===== src/design/isdalu_pkg.sv =====
`timescale 1ns / 1ps
// ----------------------------------------------------------------------------
// isdalu_pkg
// Shared widths, operation codes and pipeline word types of the integer ALU.
// ----------------------------------------------------------------------------
package isdalu_pkg;

	localparam int DW      = 32;
	localparam int OPW     = 4;
	localparam int SHW     = $clog2(DW);
	localparam int LATENCY = DW + 4;

	typedef logic [OPW-1:0] op_t;

	localparam op_t OP_AND  = 4'd0;
	localparam op_t OP_LAND = 4'd1;
	localparam op_t OP_OR   = 4'd2;
	localparam op_t OP_LOR  = 4'd3;
	localparam op_t OP_SHL  = 4'd4;
	localparam op_t OP_SHR  = 4'd5;
	localparam op_t OP_REM  = 4'd6;
	localparam op_t OP_MOD  = 4'd7;
	localparam op_t OP_DIV  = 4'd8;

	typedef struct packed {
		op_t           op;
		logic          qneg;
		logic          rneg;
		logic          dpos;
		logic          aneg;
		logic [DW-1:0] divisor;
		logic [DW-1:0] other;
	} side_t;

	typedef struct packed {
		logic          valid;
		logic [DW-1:0] rem;
		logic [DW-1:0] work;
		logic [DW-1:0] ud;
		side_t         side;
	} cell_t;

endpackage


===== src/design/isdalu_post.sv =====
`timescale 1ns / 1ps
// ----------------------------------------------------------------------------
// isdalu_post
// Two-stage back end: restores the signs of quotient and remainder, applies
// the floor and non-negative remainder corrections and selects the result.
// ----------------------------------------------------------------------------
module isdalu_post (
	input  logic                      clk,
	input  logic                      arst_n,
	input  isdalu_pkg::cell_t         in_c,
	output logic                      done,
	output logic [isdalu_pkg::DW-1:0] result
);
	import isdalu_pkg::*;

	logic          valid_s1;
	side_t         side_s1;
	logic [DW-1:0] quot_s1;
	logic [DW-1:0] remt_s1;
	logic          rnz_s1;
	logic [DW-1:0] sel;

	always_ff @(posedge clk or negedge arst_n) begin
		if (!arst_n) begin
			valid_s1 <= 1'b0;
		end else begin
			valid_s1 <= in_c.valid;
		end
	end

	always_ff @(posedge clk) begin
		side_s1 <= in_c.side;
		quot_s1 <= in_c.side.qneg ? -in_c.work : in_c.work;
		remt_s1 <= in_c.side.rneg ? -in_c.rem : in_c.rem;
		rnz_s1  <= in_c.rem != '0;
	end

	always_comb begin
		case (side_s1.op)
			OP_REM: sel = remt_s1;
			OP_MOD: sel = (side_s1.dpos && remt_s1[DW-1]) ? remt_s1 + side_s1.divisor
				: remt_s1;
			OP_DIV: sel = (side_s1.dpos && side_s1.aneg && rnz_s1) ? quot_s1 - DW'(1)
				: quot_s1;
			default: sel = side_s1.other;
		endcase
	end

	always_ff @(posedge clk or negedge arst_n) begin
		if (!arst_n) begin
			done <= 1'b0;
		end else begin
			done <= valid_s1;
		end
	end

	always_ff @(posedge clk) begin
		result <= sel;
	end

endmodule


===== config.mk =====
export PLATFORM = sky130hd
export DESIGN_NAME = isdalu_post
export DESIGN_NICKNAME = d
export VERILOG_FILES = /design/src/design/isdalu_pkg.sv /design/src/design/isdalu_post.sv
export SDC_FILE = /design/constraint.sdc
export NUM_CORES = 1
export LEC_CHECK = 0
export BUFFER_PORTS_ARGS = -buffer_cell sky130_fd_sc_hd__buf_2
export CORE_AREA = 2 2 146 120
export DETAILED_ROUTE_END_ITERATION = 7
export DIE_AREA = 0 0 148 122
export GPL_TIMING_DRIVEN = 0
export HOLD_SLACK_MARGIN = 0.12
export PLACE_DENSITY = 0.78
export SYNTH_ARGS = -nofsm -noshare
export SYNTH_HDL_FRONTEND = slang
export SYNTH_SLANG_ARGS = --single-unit

===== constraint.sdc =====
create_clock -name clk -period 2.86 [get_ports clk]
set_clock_uncertainty 0.15 [all_clocks]
set_input_delay 0 -clock clk [delete_from_list [all_inputs] [get_ports clk]]
set_output_delay 0 -clock clk [all_outputs]
set_load 0.03 [all_outputs]

==> flow_summary.ini, run 1 <==
[die]
die_x_um = 148
die_height_um = 122
rows = 43
ioPinCount = 204
start_util = 0.466

[cts]
clockRootBuffer = clkbuf_16
cts_buffers = 17
cts_buffer_depth = 2
cts-resized-gates = 9
cts.htree.levels = 4
ctsHoldBuffers = 254
cts.sinks = 169
post_cts_buffers = 1

[logic_synthesis]
synth_warnings = 0
ys_async_sr_fraction = 0.0118
synth_area_per_cell_um2 = 9.36
synth_area_um2 = 7830
syn_nets = 1042
ys_seq_area_frac = 0.434
synthDistinctLibCells = 66
synth-edff-count = 0
ys_ff_latch = 169
yosys_most_used_dff = dfxtp_1
syn_inst = 836

[run_status]
stop_stage = clock tree synthesis
tool.error = [ERROR RSZ-0060] Max buffer count reached.
outcome = did not finish

[placed_design]
io_buffers = 171
gp_congestion = 1.00
dp_hpwl_mm = 17.8
per-stage QoR:
stage | cells | hold WS, ps | instance area [um2] | setup slack [ps] | util
after detailed placement | 1232 | -362 | 8960 | -481 | 0.534
after global placement | 1232 | -364 | 8960 | -440 | 0.534
after floorplan | 836 | -446 | 7830 | 199 | -
logic make-up after synthesis:
group	after synthesis	synth area share
compound gates	221	0.194
xor+xnor	109	0.122
fa+ha+maj	35	0.0569
buf+inv	51	0.0246
flops	169	0.434
mux	3	0.00384
simple gates	248	0.165
synthesized netlist by cell type (all sizes together) (16+ instances only):
| cell | instances | area share |
|---|---|---|
| a21oi | 40 | 0.026 |
| a222oi | 23 | 0.029 |
| clkbuf | 33 | 0.016 |
| dfxtp | 167 | 0.43 |
| ha | 34 | 0.054 |
| inv | 16 | 0.0077 |
| nand2 | 64 | 0.031 |
| nand3 | 16 | 0.011 |
| nor2 | 57 | 0.027 |
| nor3 | 20 | 0.013 |
| o21ai | 60 | 0.038 |
| o31ai | 23 | 0.022 |
| or3 | 18 | 0.015 |
| xnor2 | 77 | 0.086 |
| xor2 | 32 | 0.036 |
==> inputs of run 2 (changes only) <==
Settings changed: CORE_AREA 2 2 146 120 to 2 2 143 145, DIE_AREA 0 0 148 122 to 0 0 145 147, HOLD_SLACK_MARGIN 0.12 to default, PLACE_DENSITY 0.78 to default, PLACE_DENSITY_LB_ADDON from default to 0.15.
Clock period 2.86 ns to 3.72 ns, I/O delays scaled along.
==> run 2 against run 1 <==
Effect of this change: synthesized cell count did not move; synthesized area did not move; the flow now finishes without violations.
==> flow_summary.ini, run 2 <==
[run_status]
outcome = finished, final reports clean

[detailed_routing]
num_vias = 7716
firstDrtPassIters = 6
routed_wl_mm = 25.4
drtIter0Drc = 686
drc_errors = 0
avgViaCountPerCell = 5.15
drt-wirelength-per-cell_um = 17.0
postRouteAntennaNets = 0

[timing]
period_needed_ps = 3440
slew_headroom = 0.179
fin_crit_sh = 0.925
timing.fmax_mhz = 291
finalSetupTns_ps = 0
timing.hold.ws_ps = 39.8
setup_viol = 0
tightest_slew_ps = 1230
rsz0062_at_grt = false
final-hold-violation-count = 0
setup_ws_ps = 279
drv_slew = 0

[cts]
cts_buffers = 17
cts.sinks = 169
cts_tree = built
clk_latency_ps = 440
cts.clk_slew.worst_paths_ps = 70
cts_buffer_depth = 2
clockRootBuffer = clkbuf_16
post_cts_buffers = 0
cts.htree.levels = 4

[logic_synthesis]
synth_area_um2 = 7830
ys_ff_latch = 169
synth_top_area_frac = 0.427
yosysMostFrequentCell = dfxtp_1
synth-edff-count = 0
synthTopCellsByArea = dfxtp_1 43%, xnor2_1 8.6%, ha_1 5.4%
synth_top_cells_by_count = 167 x dfxtp_1, 77 x xnor2_1, 64 x nand2_1
synth_area_per_cell_um2 = 9.36
yosys_most_used_dff = dfxtp_1
ys_async_sr_fraction = 0.0118
syn_nets = 1042
syn_inst = 836
synth_warnings = 0
synthDistinctLibCells = 66
ys_seq_area_frac = 0.434
yosys.area.top_type = dfxtp_1

[grt]
grt_pass1_vias = 7454
antenna_found_initial = 1
grt_pass1_wl_mm = 39.1
grt_overflow = 0
grt_max_degree = 17
grt_usage = 0.238

[power]
leakage_uw = 0.00473
power.density_nw_per_um2 = 437
vdd_drop_max_uv = 194

[worst_setup_path]
worst_ep_arrival_time_ps = 3580
worstSetupPathType = flip-flop to flip-flop
critPathCaptureType = flip-flop
path_max_fanout = 10
cpMostUsedCell = clkbuf_1
slowest_delay_ps = 1050
cp_slowest_cell = nor4b_2
worstPathRequired_ps = 3860
start_kind = flip-flop
cp_cell_sequence = clkbuf_1 -> nor4b_2 -> nor2_1 -> clkbuf_1 -> a222oi_1 -> o21ai_0

[die]
ioPinCount = 204
die_area_um2 = 21300
core_um2 = 19800
die_height_um = 147
start_util = 0.394
die_x_um = 145
rows = 52

[layout]
area_growth_syn_to_layout_pct = 46.9
nNetsFinal = 1420
layout_commonest_cell = dlygate4sd3_1
regMostFlops = side_s1
fillers = 1749
largest_reg_flops = 70
drive_above_1_share = 0.186
mostFrequentLayoutCells = 188 x dlygate4sd3_1, 172 x buf_2, 167 x dfxtp_1

[placed_design]
io_buffers = 171
gp_congestion = 0.893
pre_cts_ws_ps = 269
dp_hpwl_mm = 18.7

[hold_path]
hp-class = input port to flip-flop

[job]
drv_cap = 0
-- run 2: critical path, delay by kind of cell, from the launching register on --
family	cells	cell delay, ps
AOI/OAI and AO/OA	2	730
buffers and inverters	2	600
DFF	1	300
and+or+nand+nor	2	1510
-- run 2: what timing repair did --
action | in CTS | in global routing
endpoints found under the hold margin | 138 | 0
hold buffers | 188 | 0
gates resized for setup | 0 | 0
-- run 2: cell families (layout without fill, tap and decap cells) --
kind of cell             Yosys count  in the layout  share of synthesized area
AND/OR/NAND/NOR                  248            248                      0.165
adder cells (fa/ha/maj)           35             35                     0.0569
AO/OA/AOI/OAI                    221            221                      0.194
other                              0              1                          0
XOR/XNOR                         109            109                      0.122
buffers and inverters             51            442                     0.0246
flip-flops                       169            169                      0.434
multiplexers                       3              3                    0.00384
-- run 2: layout make-up --
type	count	area [um2]	share of cell area
sequential	169	3390	0.295
tap	270	338	0.0294
timing repair buffer	359	2740	0.238
antenna	1	2.50	0.000218
clock inverter	13	143	0.0124
inverter	16	60.1	0.00522
clock buffer	19	453	0.0394
multi-input combinational	616	4240	0.369
buffer	35	133	0.0115
-- run 2: worst paths after layout --
kind / startpoint / endpoint / slack (ps) / cells past startpoint
worst max-delay path: side_s1[68] / result[18] / 280 / 6
worst min-delay path: in_c[59] / side_s1[59] / 40 / 2
worst max register to register: side_s1[68] / result[18] / 280 / 6
worst min register to register: valid_s1 / done / 200 / 0
max in group asynchronous: arst_n / valid_s1 / 3040 / 3
min in group asynchronous: arst_n / done / 260 / 3
-- run 2: metal layers --
layer | up-vias | part of all wire | global-route usage
li1 | 3841 | - | -
met1 | 3532 | 0.44 | 0.308
met2 | 297 | 0.47 | 0.401
met3 | 46 | 0.068 | 0.0444
met4 | 0 | 0.026 | 0.0812
met5 | - | 0 | 0
-- run 2: stage by stage --
stage / cell area [um2] / total power (uW) / cells / utilization
2_1_floorplan: 7830 / 2700 / 836 / -
5_1_grt: 11500 / 5240 / 1498 / 0.580
4_1_cts: 11500 / 5020 / 1497 / 0.579
3_5_place_dp: 9020 / 3040 / 1277 / 0.455
6_report: 11500 / 5020 / 1498 / 0.580
3_3_place_gp: 9020 / 3040 / 1277 / 0.455
-- run 2: report_power, final --
| group | switching, uW | internal [uW] |
|---|---|---|
| registers | 104 | 1960 |
| clock network | 780 | 1030 |
| logic | 609 | 535 |
(Power assumes the default switching activity.)
