$ cat config.mk
export PLATFORM = sky130hd
export DESIGN_NAME = isdalu_prep
export DESIGN_NICKNAME = d
export VERILOG_FILES = /design/src/design/isdalu_pkg.sv /design/src/design/isdalu_prep.sv
export SDC_FILE = /design/constraint.sdc
export NUM_CORES = 1
export LEC_CHECK = 0
export ABC_CLOCK_PERIOD_IN_PS = 8200
export BUFFER_PORTS_ARGS = -buffer_cell sky130_fd_sc_hd__buf_4
export CELL_PAD_IN_SITES_DETAIL_PLACEMENT = 0
export CELL_PAD_IN_SITES_GLOBAL_PLACEMENT = 1
export CORE_ASPECT_RATIO = 1.25
export CORE_MARGIN = 4
export CORE_UTILIZATION = 35
export CTS_BUF_LIST = sky130_fd_sc_hd__clkbuf_8
export CTS_CLUSTER_SIZE = 30
export DETAILED_ROUTE_END_ITERATION = 12
export PLACE_DENSITY_LB_ADDON = 0.1
export REMOVE_ABC_BUFFERS = 1
export SYNTH_ARGS = -nofsm -noshare
export SYNTH_HDL_FRONTEND = slang
export SYNTH_SLANG_ARGS = --single-unit
$ cat constraint.sdc
create_clock -name clk -period 8.2 [get_ports clk]
set_input_delay 0.82 -clock clk [delete_from_list [all_inputs] [get_ports clk]]
set_output_delay 0.82 -clock clk [all_outputs]
set_load 0.03 [all_outputs]
$ cat src/design/isdalu_pkg.sv
`timescale 1ns / 1ps
// ----------------------------------------------------------------------------
// isdalu_pkg
// Shared widths, operation codes and pipeline word types of the integer ALU.
// ----------------------------------------------------------------------------
package isdalu_pkg;

	localparam int DW      = 32;
	localparam int OPW     = 4;
	localparam int SHW     = $clog2(DW);
	localparam int LATENCY = DW + 4;

	typedef logic [OPW-1:0] op_t;

	localparam op_t OP_AND  = 4'd0;
	localparam op_t OP_LAND = 4'd1;
	localparam op_t OP_OR   = 4'd2;
	localparam op_t OP_LOR  = 4'd3;
	localparam op_t OP_SHL  = 4'd4;
	localparam op_t OP_SHR  = 4'd5;
	localparam op_t OP_REM  = 4'd6;
	localparam op_t OP_MOD  = 4'd7;
	localparam op_t OP_DIV  = 4'd8;

	typedef struct packed {
		op_t           op;
		logic          qneg;
		logic          rneg;
		logic          dpos;
		logic          aneg;
		logic [DW-1:0] divisor;
		logic [DW-1:0] other;
	} side_t;

	typedef struct packed {
		logic          valid;
		logic [DW-1:0] rem;
		logic [DW-1:0] work;
		logic [DW-1:0] ud;
		side_t         side;
	} cell_t;

endpackage

$ cat src/design/isdalu_prep.sv
`timescale 1ns / 1ps
// ----------------------------------------------------------------------------
// isdalu_prep
// Two-stage front end: divisor substitution, sign adjustment of the operands,
// the non-dividing operations, and operand magnitudes for the divider chain.
// ----------------------------------------------------------------------------
module isdalu_prep (
	input  logic                           clk,
	input  logic                           arst_n,
	input  logic                           accept,
	input  isdalu_pkg::op_t                op,
	input  logic [isdalu_pkg::DW-1:0]      a,
	input  logic [isdalu_pkg::DW-1:0]      b,
	output isdalu_pkg::cell_t              out_q
);
	import isdalu_pkg::*;

	logic [DW-1:0] d;
	logic [DW-1:0] a_adj;
	logic [DW-1:0] d_adj;
	logic [DW-1:0] other;

	logic          valid_s1;
	op_t           op_s1;
	logic [DW-1:0] a_s1;
	logic [DW-1:0] d_s1;
	logic          dpos_s1;
	logic          aneg_s1;
	logic [DW-1:0] other_s1;

	always_comb begin
		d = (b == '0) ? DW'(1) : b;
		a_adj = a;
		d_adj = d;
		if (op == OP_DIV && d[DW-1]) begin
			if (a[DW-1]) begin
				a_adj = -a;
				d_adj = -d;
			end else begin
				a_adj = a + d - DW'(1);
			end
		end
		case (op)
			OP_AND:  other = a & b;
			OP_LAND: other = DW'((a != '0) && (b != '0));
			OP_OR:   other = a | b;
			OP_LOR:  other = DW'((a != '0) || (b != '0));
			OP_SHL:  other = a << b[SHW-1:0];
			OP_SHR:  other = $unsigned($signed(a) >>> b[SHW-1:0]);
			default: other = '0;
		endcase
	end

	always_ff @(posedge clk or negedge arst_n) begin
		if (!arst_n) begin
			valid_s1 <= 1'b0;
		end else begin
			valid_s1 <= accept;
		end
	end

	always_ff @(posedge clk) begin
		op_s1    <= op;
		a_s1     <= a_adj;
		d_s1     <= d_adj;
		dpos_s1  <= !d[DW-1];
		aneg_s1  <= a[DW-1];
		other_s1 <= other;
	end

	always_ff @(posedge clk or negedge arst_n) begin
		if (!arst_n) begin
			out_q <= '0;
		end else begin
			out_q.valid        <= valid_s1;
			out_q.rem          <= '0;
			out_q.work         <= a_s1[DW-1] ? -a_s1 : a_s1;
			out_q.ud           <= d_s1[DW-1] ? -d_s1 : d_s1;
			out_q.side.op      <= op_s1;
			out_q.side.qneg    <= a_s1[DW-1] ^ d_s1[DW-1];
			out_q.side.rneg    <= a_s1[DW-1];
			out_q.side.dpos    <= dpos_s1;
			out_q.side.aneg    <= aneg_s1;
			out_q.side.divisor <= d_s1;
			out_q.side.other   <= other_s1;
		end
	end

endmodule

After elaboration in Yosys (flattened, before gate mapping)
Cells that the tools add are included.
Widths: inputs -> output; s select.
Word-level totals
  output and inout bits: 169
  input port bits: 71
  bits in registers: 240
  logic and storage cells: 50
Cells by class
  multiplexer cells: 8
  shift operators: 2
  add/sub/neg operators: 6
  reduce and logical (&&, ||, !) cells: 8
  eq/ne operators: 6
  bitwise logic cells: 3
Operator list (count)
  $mux 32: 7
  $pmux 32 s6: 1
  $neg 32->32: 4
  $reduce_bool 32->1: 2
  $add 32x32->32: 1
  $and 32x32->32: 1
  $logic_not 32->1: 1
  $or 32x32->32: 1
  $shl 32x5->32: 1
  $sshr 32x5->32: 1
  $sub 32x1->32 const B: 1
  $eq 4x2->1 const B: 2
  $eq 4x3->1 const B: 2
  $eq 4x1->1 const B: 1
  $eq 4x4->1 const B: 1
  $logic_not 4->1: 1
  $logic_and 1x1->1: 2
  $logic_not 1->1: 1
  $logic_or 1x1->1: 1
  $xor 1x1->1: 1

Logic depth before layout (Yosys ltp)
Gate-level depths: netlist (run 1).
  depth in word-level cells: 6
  depth in mapped cells: 20
  depth with buffers taken out: 19

Least setup slack after synthesis (run 1)
No wires, ideal clock.
  kind: input to register
  from: in b[23] (netlist name)
  to: reg a_s1[23]
  cell stages on the path: 19
  data arrival time: 4.965 ns
  path slack: 3.171 ns
  data required time: 8.136 ns
  cells stage by stage: or4_1 > or4_1 > or3_1 > nor4_1 > and2_1 > nor2_1 > ha_1 > inv_1 > ha_1 > inv_1 > fa_1 > nand2b_1 > a21oi_1 > o2111ai_1 > nand2_1 > a21oi_1 > o21a_1 > or4_1 > nand4_1
On the way
  longest elaborated chain between the ends: 6
  elaborated cells on any way between the ends: 7
RTL lines
  from (decl): line isdalu_prep.sv:13  | input logic [isdalu_pkg::DW-1:0] b,
  $logic_not 32->1: line isdalu_prep.sv:32  | d = (b == '0) ? DW'(1) : b;
  $mux 32 *: line isdalu_prep.sv:32
  $add 32x32->32: line isdalu_prep.sv:40  | a_adj = a + d - DW'(1);
  $sub 32x1->32: line isdalu_prep.sv:40
  $mux 32: line isdalu_prep.sv:36  | if (a[DW-1]) begin
  $mux 32 *: line isdalu_prep.sv:35  | if (op == OP_DIV && d[DW-1]) begin
  named net a_adj[23]: line isdalu_prep.sv:19  | logic [DW-1:0] a_adj;
  to (signal assigned): line isdalu_prep.sv:64  | a_s1 <= a_adj;
  to (decl): line isdalu_prep.sv:25  | logic [DW-1:0] a_s1;
Mark *: on every way through the listed nets, which the timed path passes. The rest lies on a longest branch.

Final worst setup path (run 1)
Ends and elaborated chain as after synthesis.

==> results of run 1 <==
## per-layer routing
metal	vias up	global-route usage, %
met4	0	11.70
met2	517	39.30
met5	-	0
li1	6272	-
met1	6414	30.16
met3	113	3.447
## state kept, by name, summed over array words and instances, names as in the netlist
name and cells:
d_s1 32, valid_s1 1, other_s1 32, op_s1 4, aneg_s1 1, a_s1 32, out_q 136, dpos_s1 1
## through the flow
| step | setup slack (ps) | utilization [%] | cells |
|---|---|---|---|
| final | 2403 | 41.78 | 2418 |
| after global routing | 2279 | 41.78 | 2418 |
| after CTS | 2425 | 41.77 | 2416 |
| after detailed placement | 1846 | 39.93 | 2344 |
| after global placement | 1862 | 39.93 | 2344 |
| after floorplan | 1376 | - | 1559 |
## final cells by class
type | count | area, um2
repair buffers | 226 | 1700
well taps | 559 | 699.4
inverters | 142 | 533.0
diodes | 2 | 5.005
clock inverters | 26 | 143.9
flip-flops and latches | 239 | 5470
fillers | 4349 | 24600
clock buffers | 46 | 633.1
multi-input cells | 1178 | 8467
## cell usage in the layout, fill, tap and decap left out, drive strengths merged, types with 7 or more instances in the layout
cell and n:
and2 10, o21ai 132, buf 226, clkbuf 46
or4 27, a21o 35, o41ai 14, a211o 9
o211ai 20, a221oi 11, nor2 128, mux4 42
o311ai 7, o221ai 8, or3 23, dfrtp 137
inv 161, nand4 9, nand2b 19, nor3 25
xor2 8, ha 65, a222oi 18, a21oi 98
nand3 22, conb 32, xnor2 98, a31oi 14
nand2 108, dfxtp 102, mux2i 51, o22ai 9
nor4 13, o31ai 30, a211oi 10
## cell families (layout without fill, tap and decap cells)
group	Yosys count	in the layout
adders and majority gates	67	67
other	1	34
DFF	239	239
AOI/OAI and AO/OA	458	458
and+or+nand+nor	417	417
buffers and inverters	295	440
muxes	98	98
xor gates and xnor gates	106	106
## power by group through the flow
stage / clock network [mW] / registers [mW] / logic, mW
after CTS: 1.07 / 1.31 / 0.933
after detailed placement: 0 / 1.33 / 0.929
after global placement: 0 / 1.33 / 0.932
final: 1.02 / 1.31 / 0.934
after floorplan: 0 / 1.45 / 0.432
after global routing: 1.12 / 1.32 / 1.01
## final timing paths
path | start | to | depth (start not counted)
hold reg to reg | other_s1[15] | out_q[15] | 0
max in group asynchronous | arst_n | out_q[11] | 2
setup reg to reg | a_s1[8] | out_q[134] | 8
setup / recovery | b[23] | a_s1[23] | 20
min in group clk | other_s1[15] | out_q[15] | 0
hold / removal | arst_n | out_q[168] | 1
## worst max-delay path, cell delays in order
cell	delay, ps
buf_4	130
or4_1	540
or4_1	480
or3_1	390
nor4_1	660
and2_1	270
nor2_1	130
ha_1	250
inv_1	50
ha_1	180
inv_1	60
fa_1	400
nand2b_1	180
a21oi_1	350
o2111ai_1	220
nand2_1	240
a21oi_1	180
o21a_1	240
or4_1	410
nand4_1	110
==> summary.txt, run 1 <==
STA
  – Worst Max-Slew Pin Slew: ~1100 ps
  – Min Tclk post-route: 5797 ps
  – Layout Skew: 38.42 ps
  – Final Hold Fails: 0
  – Slew Limit Fails: 0
  – Setup violators final: 0
  – Hold WS: 255.8 ps
  – RSZ-0062 raised after global routing: false
  – Setup_tns: 0 ps
  – Fmax achieved: 0.1725 GHz
  – Max transition margin: approximately a quarter
  – Share of the clock period used by the worst path: 70.70%

Power and ir drop
  – Psw: 1.121 mW
  – Clock power frac: a little under a third
  – Leak Pwr: 7.867 nW
  – Peak VDD IR: 0.00009909 V
  – Switching share of power: 34.29%
  – Pint: 2.148 mW
  – Power Dens Cells: between 150 and 200 nW/um2
  – Seq pwr share: 40.1%
  – Total power: approximately 3.3 mW
  – Combinational Power Share: approximately 29%

Clock network
  – CTS tree: yes
  – Post-CTS resize count: 0
  – CTS max path bufs: 3
  – # clock sinks: 239
  – Clock latency at the later pin of the worst-skew pair: 600 ps
  – Clock Tree Root: clkbuf_8
  – Num CTS Buffers: 40
  – Htree depth: 2
  – Worst-path clk slew: around 60 ps
  – Hold Buf Count CTS: 0
  – Post-CTS Setup Inserts: 0

Flow run
  – Max-Cap Viols: 0

Synthesis
  – Fraction of synthesized area in multiplexers: 10.06%
  – Simple-Gate Fraction of Synth Area: 13.56%
  – Syn Area/Cell: 8.944 um2
  – Synth async-reset ratio: 57.32%
  – Post-Synth XOR/XNOR Area: 6.175%
  – Adder-cell share of the synthesized area: 5.609%
  – Post-synth top area cell: dfrtp_1
  – Number of synthesized flops with an enable pin: 0
  – Post-synth cell types: 69
  – Top-count cell post-synth: inv_1
  – Compound-gate portion of the synthesized area: 20.00%
  – Synth top area share: 22.80%
  – Sequential fraction of the synthesis area: 36.38%
  – Cells after Synth: roughly 1700
  – Largest family of logic cells by synthesized area: compound AO/OA/AOI/OAI gates
  – Most frequent cells after synthesis: inv_1, dfrtp_1, o21ai_0
  – Largest cells by area after synthesis: dfrtp_1, dfxtp_1, mux4_2
  – Primary FF master, synth: dfrtp_1
  – Synthesis Warnings: 0
  – Cell area after synthesis: 15040 um2
  – Synthesized flop and latch total: 239

Detailed routing
  – Remaining antenna violation count: 0
  – DRC violations left: 0
  – WL met1: 23.67 mm
  – DR vias: 13320
  – DRT iter0 DRCs: 1132
  – Wire per inst: 23.51 um
  – Top layer in use: met4
  – Drt first pass iters: 6
  – Wire length on met3: 3.013 mm
  – Routed wl met2: roughly 27 mm
  – Final WL: 56.84 mm
  – Via density: 5.507

Place
  – Placed Area: 16870 um2
  – Port Buffers: approximately 210
  – DP HPWL: 42.45 mm
  – GP Congestion: 0.9421

Global route
  – Overflow after GRT: 0
  – First-pass GRT wire length: 84.06 mm
  – Vias in the first global route: approximately 13000
  – Pin count of the biggest net entering global routing: 71
  – GRT Util Overall: a little under a quarter
  – Initial antenna violation count: 2

Setup path
  – Reg2reg setup slack: 4640 ps
  – Crit-path max FO: 4
  – Critical Path Start Type: primary input
  – Crit Path Category: in2reg
  – Crit path arrival time: 6300 ps
  – CP required: 8710 ps
  – CP endpoint kind: flip-flop

Floorplanning
  – # rows: 84
  – Core area: 42250 um2
  – Die Y: 239.7 um
  – Die width: 193.4 um
  – Die area: 46360 um2
  – IO Count: 240
  – Initial core utilization: 35.59%

Finish
  – P&R area growth vs syn: 17.40%
  – Post-route cell area: about 18000 um2
  – Final nets: just under 2000
  – Ratio of cells with drive above 1 in the final layout: 18.79%

Hold path
  – Hold Path Class: in2async

Status
  – Status: finished clean
(Power assumes the default switching activity.)
==> run 2, diff against run 1 <==
--- a/config.mk
+++ b/config.mk
@@ -5,7 +5,7 @@
 export SDC_FILE = /design/constraint.sdc
 export NUM_CORES = 1
 export LEC_CHECK = 0
-export ABC_CLOCK_PERIOD_IN_PS = 8200
+export ABC_CLOCK_PERIOD_IN_PS = 5100
 export BUFFER_PORTS_ARGS = -buffer_cell sky130_fd_sc_hd__buf_4
 export CELL_PAD_IN_SITES_DETAIL_PLACEMENT = 0
 export CELL_PAD_IN_SITES_GLOBAL_PLACEMENT = 1
==> constraint.sdc (replaced) <==
create_clock -name clk -period 5.1 [get_ports clk]
set_input_delay 0.51 -clock clk [delete_from_list [all_inputs] [get_ports clk]]
set_output_delay 0.51 -clock clk [all_outputs]
set_load 0.03 [all_outputs]
==> run 2 against run 1 <==
Against the previous run:
- combinational power up 65%
- final area up 2.5%
- core utilization up 1.0 points
- critical path depth up 2
- sequential share of layout area down 0.75 points
- setup slack worse by 2200 ps
- flip-flop and latch count unchanged
- total power up 65%
- wire length up 0.53%
- sequential power up 61%
- largest power group unchanged
- highest routed layer unchanged
==> summary.txt, run 2 (synthesized netlist as in run 1, its figures left out) <==
Setup path
  – Reg-to-reg startpoint: a_s1[8]
  – Crit path arrival time: 5350 ps (-950 ps)
  – Reg2reg setup slack: 1580 ps (-3060 ps)
  – Crit Path Category: in2reg
  – FF-to-FF path depth: 8 (unchanged)
  – Critical Path End: a_s1[19]
  – CP endpoint kind: flip-flop
  – Crit path from: b[23]
  – Crit-path max FO: 4 (unchanged)
  – CP required: 5600 ps (-3110 ps)
  – R2r endpoint: out_q[134]
  – Critical Path Start Type: primary input

Detailed routing
  – DR vias: 13470 (+1.1%)
  – Remaining antenna violation count: 0 (unchanged)
  – DRC violations left: 0 (unchanged)
  – Drt first pass iters: 8 (+2)
  – Final WL: 57.14 mm (+0.53%)
  – Via density: 5.454 (-0.96%)
  – DRT iter0 DRCs: 1118 (-1.2%)
  – Wire per inst: 23.14 um (-1.5%)

Global route
  – First-pass GRT wire length: 85.44 mm (+1.6%)
  – Pin count of the biggest net entering global routing: 88 (+24%)
  – Vias in the first global route: 13420 (+3.4%)
  – GRT Util Overall: 23.90% (+0.30 points)
  – Overflow after GRT: 0 (unchanged)
  – Initial antenna violation count: 2 (unchanged)

Clock network
  – Worst-path clk slew: 60 ps (about the same)
  – # clock sinks: 239 (unchanged)
  – Post-CTS resize count: 0 (unchanged)
  – CTS max path bufs: 3 (unchanged)
  – Clock latency at the later pin of the worst-skew pair: 580 ps (-20 ps)
  – Num CTS Buffers: 41 (+2.5%)
  – Htree depth: 2 (unchanged)
  – Hold Buf Count CTS: 0 (unchanged)
  – Post-CTS Setup Inserts: 0 (unchanged)
  – CTS tree: yes
  – Clock Tree Root: clkbuf_8

Place
  – DP HPWL: 43.60 mm (+2.7%)
  – Placed Area: 17220 um2 (+2.1%)
  – Port Buffers: 207 (unchanged)
  – GP Congestion: 0.9228 (-2.0%)

STA
  – Hold WS: 0.5473 ps (-255.3 ps)
  – Final Hold Fails: 0 (unchanged)
  – Max transition margin: 28.86% (+3.7 points)
  – Share of the clock period used by the worst path: 95.14%
  – Setup violators final: 0 (unchanged)
  – Min Tclk post-route: around 4900 ps
  – Slew Limit Fails: 0 (unchanged)
  – Fmax achieved: 0.2061 GHz
  – RSZ-0062 raised after global routing: false
  – Worst Max-Slew Pin Slew: 1063 ps (-57.99 ps)
  – Setup_tns: 0 ps (unchanged)
  – Layout Skew: 22.73 ps (-15.70 ps)

Finish
  – FF+latch area: 5470 um2 (unchanged)
  – Number of fill cells: 4341 (-0.18%)
  – P&R area growth vs syn: 20.30%
  – Final nets: 2012 (+2.4%)
  – Post-route cell area: 18090 um2 (+2.5%)
  – Commonest non-fill, non-tap cell in the layout: buf_4
  – Multi-input gate area: 8487 um2 (+0.24%)
  – Max reg flops: 136 (unchanged)
  – Ratio of cells with drive above 1 in the final layout: 21.23% (+2.4 points)
  – Layout Utilization: 42.81% (+1.0 points)
  – Most frequent cells in the layout: buf_4, inv_1, dfrtp_1, o21ai_0, nor2_1
  – Largest reg by FF count: out_q

Floorplanning
  – Die area: 46360 um2 (unchanged)
  – Die width: 193.4 um (unchanged)
  – IO Count: 240 (unchanged)
  – Die Y: 239.7 um (unchanged)
  – Core area: 42250 um2 (unchanged)
  – Initial core utilization: 35.59% (unchanged)
  – # rows: 84 (unchanged)

Flow run
  – Max-Cap Viols: 0 (unchanged)

Hold path
  – Hold Path Class: in2async

Power and ir drop
  – Peak VDD IR: 0.0001724 V (+74%)
  – Power Dens Cells: 298.0 nW/um2 (+61%)
  – Leak Pwr: 8.131 nW (+3.4%)

Status
  – Status: finished clean
run 2: cell count changes in the layout (fill, tap and decap cells not counted), sizes merged:
cell,before,now
buf,226,273
clkbuf,46,53
clkinvlp,2,1
bufinv,1,0
clkinv,4,2
inv,161,162
run 2: worst max-delay path, cell delays in order:
cell       delay [ps]
buf_4             120
or4_1             560
or4_1             470
or3_1             380
nor4_2            270
buf_4             180
and2_1            170
nor2_1            120
ha_1              200
inv_1              50
ha_1              160
inv_1              50
fa_1              380
nand2b_1          170
a21oi_1           180
buf_4             150
o2111ai_2         170
nand2_2           180
o311ai_0          180
a31oi_1           200
mux2_2            350
a21oi_1           140
run 2: power by group:
group,leakage [nW],switching [mW],internal [mW]
sequential,2.51,0.0737,2.03
combinational,5.12,0.967,0.573
clock,0.495,0.802,0.940
run 2: how the worst min path moves through the flow:
stage	startpoint	end	slack, ps	cells past startpoint
CTS	arst_n	out_q[168]	20	1
detailed placement	other_s1[20]	out_q[20]	320	0
floorplan	arst_n	out_q[0]	210	0
global placement	aneg_s1	out_q[64]	320	0
finish	arst_n	out_q[168]	0.5	1
global route	accept	valid_s1	20	1
run 2: final cells by class:
cell class                      count  share of cell area [%]
Multi-Input combinational cell   1178                   46.92
Tap cell                          559                   3.867
Sequential cell                   239                   30.24
Inverter                          142                   2.947
Clock inverter                     23                  0.6087
Clock buffer                       53                   4.033
Timing Repair Buffer              273                   11.35
Antenna cell                        2                 0.02767
run 2: stage by stage:
step	instances	worst slack [ps]	power, mW
detailed placement	2391	-465.5	3.679
global route	2469	43.85	5.677
finish	2469	248.0	5.390
CTS	2467	122.7	5.459
global placement	2391	-417.1	3.679
floorplan	1559	-1414	3.029
run 2: layer usage:
metal / track usage, % / wire, um / vias to the layer above
li1: - / - / 6374
met1: 30.00 / 23590 / 6500
met2: 40.71 / 27610 / 487
met3: 4.305 / 3383 / 105
met4: 10.09 / 2554 / 0
met5: 0 / 0 / -
==> run 3, diff against run 2 <==
--- a/config.mk
+++ b/config.mk
@@ -9,7 +9,6 @@
 export BUFFER_PORTS_ARGS = -buffer_cell sky130_fd_sc_hd__buf_4
 export CELL_PAD_IN_SITES_DETAIL_PLACEMENT = 0
 export CELL_PAD_IN_SITES_GLOBAL_PLACEMENT = 1
-export CORE_ASPECT_RATIO = 1.25
 export CORE_MARGIN = 4
 export CORE_UTILIZATION = 35
 export CTS_BUF_LIST = sky130_fd_sc_hd__clkbuf_8
==> run 3 against run 2 <==
Against the previous run:
- final cell count down 1.1%
- non-clock buffer count down 11
- critical path depth down 1
- sequential share of layout area about the same
- highest routed layer unchanged
- flip-flop and latch count unchanged
- clock-buffer cell count up 2
- maximum frequency up 4.6%
- setup slack better by 210 ps
==> summary.txt, run 3 (synthesized netlist as in run 1, its figures left out) <==
Setup path
  – Crit path arrival time: 5170 ps (-180 ps)
  – FF-to-FF path depth: 8 (unchanged)
  – Reg2reg setup slack: 1570 ps (about the same)
  – Crit-path max FO: 4 (unchanged)
  – CP endpoint kind: flip-flop
  – Critical Path Start Type: primary input
  – Reg-to-reg startpoint: d_s1[8]
  – R2r endpoint: out_q[101]
  – Crit Path Category: in2reg
  – CP required: 5630 ps (+30 ps)

Place
  – GP Congestion: 0.9445 (+2.4%)
  – Pre-CTS WS: -133.0 ps (+332.5 ps)
  – DP HPWL: 43.03 mm (-1.3%)
  – Port Buffers: 207 (unchanged)

Global route
  – First-pass GRT wire length: 84.66 mm (-0.92%)
  – Vias in the first global route: 13210 (-1.6%)
  – Pin count of the biggest net entering global routing: 94 (+6.8%)
  – GRT Util Overall: 23.59% (-0.31 points)
  – Overflow after GRT: 0 (unchanged)
  – Initial antenna violation count: 0 (-2)

Detailed routing
  – Via density: 5.551 (+1.8%)
  – Final WL: 56.57 mm (-1.0%)
  – Wire per inst: 23.15 um (about the same)
  – Drt first pass iters: 9 (+1)
  – DR vias: 13560 (+0.70%)
  – DRT iter0 DRCs: 1431 (+28%)
  – Remaining antenna violation count: 0 (unchanged)
  – DRC violations left: 0 (unchanged)

STA
  – Worst Max-Slew Pin Slew: 1112 ps (+48.57 ps)
  – Final Hold Fails: 0 (unchanged)
  – Share of the clock period used by the worst path: 90.97% (-4.2 points)
  – RSZ-0062 raised after global routing: false
  – Max transition margin: 25.78% (-3.1 points)
  – Setup_tns: 0 ps (unchanged)
  – Setup violators final: 0 (unchanged)
  – Min Tclk post-route: 4640 ps (-212.5 ps)
  – Layout Skew: 27.09 ps (+4.368 ps)
  – Fmax achieved: 0.2155 GHz (+4.6%)
  – Hold WS: 77.11 ps (+76.56 ps)
  – Final WS setup: 460.5 ps (+212.5 ps)
  – Slew Limit Fails: 0 (unchanged)

Status
  – Status: finished clean

Finish
  – Ratio of cells with drive above 1 in the final layout: 20.81% (-0.42 points)
  – Final nets: 2004 (-0.40%)
  – Largest reg by FF count: out_q
  – P&R area growth vs syn: 20.30% (about the same)
  – Max reg flops: 136 (unchanged)
  – Commonest non-fill, non-tap cell in the layout: buf_4
  – Most frequent cells in the layout: buf_4, inv_1, dfrtp_1, o21ai_0, nor2_1

Power and ir drop
  – Peak VDD IR: 0.0001479 V (-14%)
  – Switching share of power: 33.45% (-0.73 points)
  – Clock power frac: 35.2% (+2.9 points)
  – Seq pwr share: 37.7% (-1.4 points)
  – Power Dens Cells: 310.4 nW/um2 (+4.2%)
  – Psw: 1.878 mW (+1.9%)
  – Combinational Power Share: 27.1% (-1.5 points)
  – Pint: 3.737 mW (+5.3%)
  – Leak Pwr: 8.134 nW (about the same)

Clock network
  – CTS tree: yes
  – Worst-path clk slew: 60 ps (about the same)
  – Htree depth: 2 (unchanged)
  – Post-CTS resize count: 0 (unchanged)
  – CTS max path bufs: 3 (unchanged)
  – Clock latency at the later pin of the worst-skew pair: 610 ps (+30 ps)
  – Num CTS Buffers: 44 (+7.3%)
  – Clock Tree Root: clkbuf_8
  – # clock sinks: 239 (unchanged)

Floorplanning
  – IO Count: 240 (unchanged)
  – Die Y: 215.3 um (-10%)
  – Die area: 46340 um2 (about the same)
  – Core area: 42230 um2 (about the same)
  – Die width: 215.3 um (+11%)
  – # rows: 75 (-11%)
  – Initial core utilization: 35.61% (about the same)

Hold path
  – Worst hold path stage count: 1
  – Hold endpoint: op_s1[3]
  – Hold_sp: op[3]
  – Hold Path Class: in2reg

Flow run
  – Max-Cap Viols: 0 (unchanged)
-- run 3: final cells by class --
| cell class | instances | area [um2] |
|---|---|---|
| Fill cell | 4244 | 24140 |
| Multi-Input combinational cell | 1178 | 8466 |
| Sequential cell | 239 | 5470 |
| Timing Repair Buffer | 262 | 1976 |
| Clock buffer | 55 | 757.0 |
| Tap cell | 539 | 674.4 |
| Inverter | 142 | 533.0 |
| Clock inverter | 27 | 210.2 |
| Antenna cell | 1 | 2.502 |
-- run 3: worst max-delay path, cell delays in order --
cell and delay (ps):
buf_4 140, or4_1 480, or4_1 430, or3_1 350
nor4_1 350, and2_1 220, nor2_1 130, ha_1 220
inv_1 50, ha_1 150, inv_1 50, fa_1 370
nand2b_1 170, a21oi_1 150, buf_4 150, o2111ai_1 140
nand2_1 200, o311ai_0 170, a31oi_1 230, mux2_2 350
a21oi_1 130
-- run 3: metrics by stage --
stage               std cells  util (%)  total power, mW  area [um2]
floorplan                1559         -            3.029       14450
global placement         2358     40.49            3.662       17100
detailed placement       2358     40.49            3.661       17100
CTS                      2442     42.83            5.682       18090
global route             2442     42.83            5.906       18090
finish                   2443     42.84            5.615       18090
-- run 3: power by group through the flow --
stage,registers [mW],clock network [mW],logic (mW)
final,2.12,1.98,1.52
after floorplan,2.33,0,0.694
after global placement,2.15,0,1.51
after detailed placement,2.16,0,1.51
after CTS,2.12,2.05,1.51
after global routing,2.13,2.14,1.63
-- run 3: how the worst max path moves through the flow --
stage	depth (start not counted)	endpoint	from	slack, ps
3_3_place_gp	21	a_s1[19]	b[22]	-100
4_1_cts	21	a_s1[19]	b[22]	490
5_1_grt	21	a_s1[31]	b[22]	190
2_1_floorplan	3	other_s1[22]	op[2]	-1410
6_report	21	a_s1[19]	b[22]	460
3_5_place_dp	21	a_s1[19]	b[22]	-130
-- run 3: layer usage --
layer | vias up | part of all wire (%) | global-route usage, %
li1 | 6359 | - | -
met2 | 539 | 47 | 38.02
met1 | 6592 | 44 | 32.58
met3 | 70 | 7.7 | 4.986
met4 | 0 | 1.8 | 5.690
met5 | - | 0 | 0
-- run 3: what timing repair did --
action	4_1_cts	5_1_grt
hold endpoints to repair	49	0
hold buffers	2	0
setup buffers	0	0
